File: src/hw/rtl/vlrr_pkg.sv
// shared types and codes for the variable-length record ring
package vlrr_pkg;

    localparam int CW_W  = 18;
    localparam int CLEN_W = 16;

    localparam logic [1:0] ACT_RESERVE = 2'd0;
    localparam logic [1:0] ACT_PUBLISH = 2'd1;
    localparam logic [1:0] ACT_POP     = 2'd2;

    localparam logic [1:0] STAT_OK       = 2'd0;
    localparam logic [1:0] STAT_REJECTED = 2'd1;
    localparam logic [1:0] STAT_EMPTY    = 2'd2;
    localparam logic [1:0] STAT_BUSY     = 2'd3;

    localparam logic [1:0] CW_NONE    = 2'd0;
    localparam logic [1:0] CW_WRITING = 2'd1;
    localparam logic [1:0] CW_READY   = 2'd2;
    localparam logic [1:0] CW_PAD     = 2'd3;

    localparam logic [12:0] MAX_ENTRY_RESET = 13'd1024;

    typedef enum logic [1:0] {
        S_IDLE,
        S_EXEC,
        S_PAD,
        S_CHK
    } t_state;

    typedef struct packed {
        logic        valid;
        logic [1:0]  status;
        logic [11:0] offset;
        logic [12:0] entry_length;
        logic [31:0] overflow_count;
    } t_result;

endpackage

File: src/hw/rtl/vlrr_ctrl.sv
// sequencer and pointer logic for reserve, publish and pop
module vlrr_ctrl #(
    parameter int RING_BYTES   = 4096,
    parameter int HEADER_BYTES = 32,
    parameter int IDX_W        = 10
) (
    input  logic                 i_clk,
    input  logic                 i_rst_n,
    input  logic                 i_start,
    input  logic [1:0]           i_action,
    input  logic [12:0]          i_length,
    input  logic [11:0]          i_entry_offset,
    input  logic                 i_skip_busy,
    input  logic [12:0]          i_max_entry_bytes,
    output logic                 o_busy,
    output logic                 o_mem_we,
    output logic [IDX_W-1:0]     o_mem_waddr,
    output logic [17:0]          o_mem_wdata,
    output logic [IDX_W-1:0]     o_mem_raddr,
    input  logic [17:0]          i_mem_rdata,
    output vlrr_pkg::t_result    o_result
);
    import vlrr_pkg::*;

    localparam int RING_WORDS = RING_BYTES / 4;
    localparam int RW = ((IDX_W + 1) > 14 ? (IDX_W + 1) : 14) + 1;
    localparam int PW = (IDX_W > 10 ? IDX_W : 10) + 1;

    t_state r_state, n_state;

    logic [1:0]       r_action;
    logic [12:0]      r_length;
    logic [11:0]      r_eoff;
    logic             r_skip;
    logic [IDX_W-1:0] r_head, n_head;
    logic [IDX_W-1:0] r_tail, n_tail;
    logic [31:0]      r_count, n_count;
    t_result          r_res, n_res;

    logic [RW-1:0]    words_x, head_x, tail_x, used_x, free_x, contig_x;
    logic [13:0]      req_sum, total_b;
    logic [RW-1:0]    total_x, head_adv;
    logic [IDX_W-1:0] head_lin;
    logic             too_big, fits_here, room_here, room_wrap, pad_case;
    logic [1:0]       rd_st;
    logic [15:0]      rd_len;
    logic [RW-1:0]    len_x, tail_adv;
    logic [IDX_W-1:0] tail_lin;
    logic             bad, skip_case;
    logic [PW-1:0]    pub_x;
    logic             pub_ok;

    assign words_x  = RW'(RING_WORDS);
    assign head_x   = RW'(r_head);
    assign tail_x   = RW'(r_tail);
    assign used_x   = (r_head >= r_tail) ? head_x - tail_x : head_x + words_x - tail_x;
    assign free_x   = words_x - used_x - RW'(1);
    assign contig_x = words_x - head_x;

    assign req_sum   = {1'b0, r_length} + 14'd3;
    assign total_b   = {req_sum[13:2], 2'b00};
    assign total_x   = RW'(req_sum[13:2]);
    assign too_big   = total_b > {1'b0, i_max_entry_bytes};
    assign fits_here = contig_x >= total_x;
    assign room_here = total_x <= free_x;
    assign room_wrap = (contig_x + total_x) <= free_x;
    assign pad_case  = !too_big && !fits_here && room_wrap;
    assign head_adv  = head_x + total_x;
    assign head_lin  = (head_adv == words_x) ? '0 : IDX_W'(head_adv);

    assign rd_st    = i_mem_rdata[17:16];
    assign rd_len   = i_mem_rdata[15:0];
    assign len_x    = RW'(rd_len[15:2]);
    assign tail_adv = tail_x + len_x;
    assign tail_lin = (tail_adv == words_x) ? '0 : IDX_W'(tail_adv);
    assign bad = (rd_len < 16'd4) || (rd_len[1:0] != 2'b00) || (tail_adv > words_x) ||
                 (len_x > used_x) || (rd_st == CW_NONE) ||
                 ((rd_st == CW_READY) && (rd_len <= 16'(HEADER_BYTES)));
    assign skip_case = !bad && ((rd_st == CW_PAD) || ((rd_st == CW_WRITING) && r_skip));

    assign pub_x  = PW'(r_eoff[11:2]);
    assign pub_ok = pub_x < PW'(RING_WORDS);

    // next state
    always_comb begin
        n_state = r_state;
        case (r_state)
            S_IDLE: begin
                if (i_start) begin
                    n_state = S_EXEC;
                end
            end
            S_EXEC: begin
                if (r_action == ACT_RESERVE && pad_case) begin
                    n_state = S_PAD;
                end else if (r_action == ACT_POP && r_head != r_tail) begin
                    n_state = S_CHK;
                end else begin
                    n_state = S_IDLE;
                end
            end
            S_PAD: begin
                n_state = S_IDLE;
            end
            S_CHK: begin
                n_state = skip_case ? S_EXEC : S_IDLE;
            end
            default: begin
                n_state = S_IDLE;
            end
        endcase
    end

    // datapath and memory writes
    always_comb begin
        n_head      = r_head;
        n_tail      = r_tail;
        n_count     = r_count;
        n_res       = r_res;
        n_res.valid = 1'b0;
        o_mem_we    = 1'b0;
        o_mem_waddr = r_head;
        o_mem_wdata = '0;
        case (r_state)
            S_EXEC: begin
                case (r_action)
                    ACT_RESERVE: begin
                        if (!too_big && fits_here && room_here) begin
                            o_mem_we     = 1'b1;
                            o_mem_wdata  = {CW_WRITING, CLEN_W'(total_b)};
                            n_head       = head_lin;
                            n_res.valid  = 1'b1;
                            n_res.status = STAT_OK;
                            n_res.offset = 12'({r_head, 2'b00});
                            n_res.entry_length = 13'(total_b);
                        end else if (pad_case) begin
                            o_mem_we    = 1'b1;
                            o_mem_wdata = {CW_PAD, CLEN_W'({contig_x, 2'b00})};
                        end else begin
                            n_count      = r_count + 32'd1;
                            n_res.valid  = 1'b1;
                            n_res.status = STAT_REJECTED;
                            n_res.offset = '0;
                            n_res.entry_length = '0;
                        end
                    end
                    ACT_PUBLISH: begin
                        o_mem_we     = pub_ok;
                        o_mem_waddr  = IDX_W'(pub_x);
                        o_mem_wdata  = {CW_READY, CLEN_W'(r_length)};
                        n_res.valid  = 1'b1;
                        n_res.status = STAT_OK;
                        n_res.offset = r_eoff;
                        n_res.entry_length = r_length;
                    end
                    ACT_POP: begin
                        if (r_head == r_tail) begin
                            n_res.valid  = 1'b1;
                            n_res.status = STAT_EMPTY;
                            n_res.offset = '0;
                            n_res.entry_length = '0;
                        end
                    end
                    default: begin
                        n_res.valid  = 1'b1;
                        n_res.status = STAT_OK;
                        n_res.offset = '0;
                        n_res.entry_length = '0;
                    end
                endcase
            end
            S_PAD: begin
                o_mem_we     = 1'b1;
                o_mem_waddr  = '0;
                o_mem_wdata  = {CW_WRITING, CLEN_W'(total_b)};
                n_head       = IDX_W'(total_x);
                n_res.valid  = 1'b1;
                n_res.status = STAT_OK;
                n_res.offset = '0;
                n_res.entry_length = 13'(total_b);
            end
            S_CHK: begin
                if (bad) begin
                    n_tail       = r_head;
                    n_count      = r_count + 32'd1;
                    n_res.valid  = 1'b1;
                    n_res.status = STAT_EMPTY;
                    n_res.offset = '0;
                    n_res.entry_length = '0;
                end else if (rd_st == CW_WRITING && !r_skip) begin
                    n_res.valid  = 1'b1;
                    n_res.status = STAT_BUSY;
                    n_res.offset = 12'({r_tail, 2'b00});
                    n_res.entry_length = 13'(rd_len);
                end else if (rd_st == CW_READY) begin
                    n_tail       = tail_lin;
                    n_res.valid  = 1'b1;
                    n_res.status = STAT_OK;
                    n_res.offset = 12'({r_tail, 2'b00});
                    n_res.entry_length = 13'(rd_len);
                end else begin
                    n_tail = tail_lin;
                end
            end
            default: begin
                n_res.valid = 1'b0;
            end
        endcase
        if (n_res.valid) begin
            n_res.overflow_count = n_count;
        end
    end

    always_ff @(posedge i_clk) begin
        if (!i_rst_n) begin
            r_state <= S_IDLE;
            r_head  <= '0;
            r_tail  <= '0;
            r_count <= '0;
            r_res   <= '0;
        end else begin
            r_state <= n_state;
            r_head  <= n_head;
            r_tail  <= n_tail;
            r_count <= n_count;
            r_res   <= n_res;
        end
    end

    always_ff @(posedge i_clk) begin
        if (r_state == S_IDLE && i_start) begin
            r_action <= i_action;
            r_length <= i_length;
            r_eoff   <= i_entry_offset;
            r_skip   <= i_skip_busy;
        end
    end

    assign o_busy      = (r_state != S_IDLE);
    assign o_mem_raddr = r_tail;
    assign o_result    = r_res;

endmodule

File: config.mk
export PLATFORM = sky130hd
export DESIGN_NAME = vlrr_ctrl
export DESIGN_NICKNAME = d
export VERILOG_FILES = /design/src/hw/rtl/vlrr_pkg.sv /design/src/hw/rtl/vlrr_ctrl.sv
export SDC_FILE = /design/constraint.sdc
export NUM_CORES = 1
export LEC_CHECK = 0
export BUFFER_PORTS_ARGS = -buffer_cell sky130_fd_sc_hd__buf_2
export CAP_MARGIN = 20
export CORE_ASPECT_RATIO = 1.5
export CORE_UTILIZATION = 54
export CTS_BUF_LIST = sky130_fd_sc_hd__clkbuf_8
export DETAILED_ROUTE_END_ITERATION = 12
export PLACE_DENSITY = 0.79
export SYNTH_ARGS = -nofsm -noshare
export SYNTH_HDL_FRONTEND = slang
export SYNTH_SLANG_ARGS = --single-unit
File: constraint.sdc
create_clock -name i_clk -period 6 [get_ports i_clk]
set_input_delay 0.9 -clock i_clk [delete_from_list [all_inputs] [get_ports i_clk]]
set_output_delay 0.9 -clock i_clk [all_outputs]
set_load 0.01 [all_outputs]
==> impl_metrics.toml <==
[synthesis]
synth-main-ff-cell = "dfxtp_1"
synth.most_common_cell = "a21oi_1"
synth_top_cell_area_share_pct = 20.4
yosysWarningCount = 0
avgSynthCellArea_um2 = 7.99
ys_types = 77
synth_seq_area_share_pct = 27.9
syn-cell-area_um2 = 11200
async_flop_share_pct = 0
synth-edff-count = 28
synth_seq_cells = 142
syn_inst = 1402
yosysTopAreaCell = "dfxtp_1"
ys_top_cells_by_area = "dfxtp_1 20%, ha_1 12%, edfxtp_1 7.5%, a21oi_1 6.9%, o21ai_0 6.7%"
synth_common_cells = "154 x a21oi_1, 149 x o21ai_0, 145 x nor2_1"

[final_layout]
final_cells = 1877
fin_area_um2 = 13400
drive_above_1_share_pct = 23.7
fillers = 1845
area_growth_pct = 19.5
antennaDiodeCount = 0
nNetsFinal = 1777

[setup_path]
cp-start-kind = "flip-flop"
worst_ep_required_time_ns = 5.10
rr_startpoint = "r_length[3]"
worst-path-buf-inv = 4
cp-end-kind = "output port"
worst-setup-path-type = "reg -> out"
rrSetupSlack_ns = 0.47
crit_path_max_incr_delay_ns = 0.44
cp_slowest_cell = "edfxtp_1"
reg2reg_to = "o_result[25]"
crit_family = "compound AO/OA/AOI/OAI gates"
arrival_ns = 5.18
reg2reg_depth = 26
critPathMaxFanout = 6

[pwr]
leakagePower_nw = 5.92
total_power_mw = 2.80
cellPowerDensity_nw_per_um2 = 209
ir_worst_vdd_mv = 0.244

[cts]
ctsHtreeMaxLevel = 4
clk_latency_ns = 0.48
clockBufferDepth = 2
cts_sinks = 142
root_buffer = "clkbuf_8"
path_clk_slew_ns = 0.09
cts-hold-fix-buffers = 0
cts-buffers-inserted = 17
cts_tree = "yes"

[timing]
hold_violations = 0
maxSlewHeadroom_pct = 36.1
fin_crit_sh_pct = 101
rsz0062_at_grt = "yes"
fin_ws_ns = -0.0773
hold_ws_ns = 0.490
maxSlewViolCount = 0
max_freq_ghz = 0.165
setup-violations-final = 9
tightest_slew_ns = 0.959
fin_skew_ns = 0.0177
period_needed_ns = 6.08

[run_status]
violations = "negative setup slack"
status = "finished, violations left"

[placement]
gp_congestion = 1.02
dp_slack_ns = -0.123
port-buffer-count = 159
dp_cells = 1822
dp_hpwl_mm = 29.7
dpl_cell_area_um2 = 12600

[global_routing]
grt_pass1_wl_mm = 59.3
first_global_vias = 11100
antenna_found_initial = 0
grt_usage_pct = 36.3
gr-total-overflow = 0
grt_max_degree = 66

[floorplan]
start_util_pct = 55.1
ios = 162
dieArea_um2 = 21300
row_count = 64
chipHeight_um = 178
die-width_um = 120
core_um2 = 20300

[drt]
avgRoutedWirePerCell_um = 20.9
final_antenna_net_count = 0
drcViolationCount = 0
met1_length_mm = 14.5
wirelength_mm = 39.2
highest_layer = "met4"
wl_met2_mm = 19.6
vias_per_cell = 6.23
vias = 11700
met3_length_mm = 2.49
drtIter0Drc = 969
drtPass1Iterations = 6

[hold_path]
worstHoldStart = "o_result[45]"
hp-class = "reg -> reg"
hold_depth = 2
hold_path_end = "o_result[45]"

[flow_run]
drv_cap = 0
==> worst max-delay path by stage <==
stage	startpoint	to	slack, ns	cells past startpoint
floorplan	r_length[2]	o_mem_wdata[3]	0.07	26
global placement	r_length[0]	o_mem_wdata[9]	0.05	27
CTS	r_length[1]	o_mem_wdata[3]	-0.03	28
global route	r_length[1]	o_mem_wdata[3]	-0.27	28
detailed placement	r_length[0]	o_result[58]	-0.12	26
finish	r_length[3]	o_mem_wdata[3]	-0.08	25
==> flip-flops by register name, indices dropped and copies added, names as in the netlist <==
signal       flops
o_mem_raddr     10
r_count         32
r_skip           1
r_state          2
r_eoff          12
o_result        60
r_length        13
r_head          10
r_action         2
==> kinds of logic after synthesis <==
family | Yosys count | share of synthesized area (%)
muxes | 75 | 7.18
adders and majority gates | 115 | 13.1
DFF | 142 | 27.9
buffers and inverters | 162 | 5.78
and+or+nand+nor | 383 | 16.2
AOI/OAI and AO/OA | 473 | 25.8
other | 1 | 0.0335
xor gates and xnor gates | 51 | 3.99
==> worst register-to-register path: stages, from the launching register on <==
cell and delay, ns:
edfxtp_1 0.44, inv_1 0.14, or2_1 0.33, nor2_1 0.13, buf_4 0.17, nand2_1 0.13, xnor2_1 0.38, ha_1 0.37
o21ai_1 0.15, a21oi_2 0.10, o41ai_2 0.32, xnor2_1 0.15, ha_1 0.35, nand3_2 0.09, nor2_2 0.13, o21ai_1 0.08
o21ai_1 0.17, a21boi_2 0.08, buf_6 0.13, buf_4 0.13, buf_6 0.12, a31oi_2 0.26, a211oi_1 0.15, a311oi_4 0.34
buf_12 0.28, o21ai_0 0.13, a41oi_1 0.21
==> cell usage in the layout, fill, tap and decap left out, types with 41 or more instances in the layout <==
cell,n
buf_2,159
a21oi_1,141
mux2i_1,41
buf_4,84
nand2_1,80
nor2_1,143
ha_1,108
o21ai_0,134
dfxtp_1,113
inv_1,88
==> where the power goes <==
part	switching [mW]	internal, mW
clock network	0.408	0.362
registers	0.0432	1.03
logic	0.577	0.379
==> through the flow <==
step	TNS [ns]	utilization (%)
final	-0.415	65.8
after global routing	-3.15	65.8
after global placement	0	61.9
after detailed placement	-0.216	61.9
after CTS	-0.118	64.6
after floorplan	0	-
==> area by class of cell <==
cell class | instances | area [um2] | area share, %
inverter | 91 | 342 | 2.55
clock buffer | 20 | 275 | 2.06
sequential | 142 | 3120 | 23.3
tap | 264 | 330 | 2.47
timing repair buffer | 248 | 1510 | 11.3
clock inverter | 12 | 108 | 0.804
multi-input combinational | 1100 | 7700 | 57.5
==> routing by layer <==
| metal | global-route usage [%] | vias to the layer above |
|---|---|---|
| met5 | 0 | - |
| met1 | 40.0 | 5543 |
| met3 | 4.54 | 148 |
| li1 | - | 5494 |
| met4 | 24.9 | 0 |
| met2 | 64.6 | 508 |
==> what timing repair did <==
action	4_1_cts	5_1_grt
endpoints found under the setup margin	18	14
setup buffers	14	8
cloned	1	0
resized for setup	26	42
pin swaps	28	40
(Power assumes the default switching activity.)
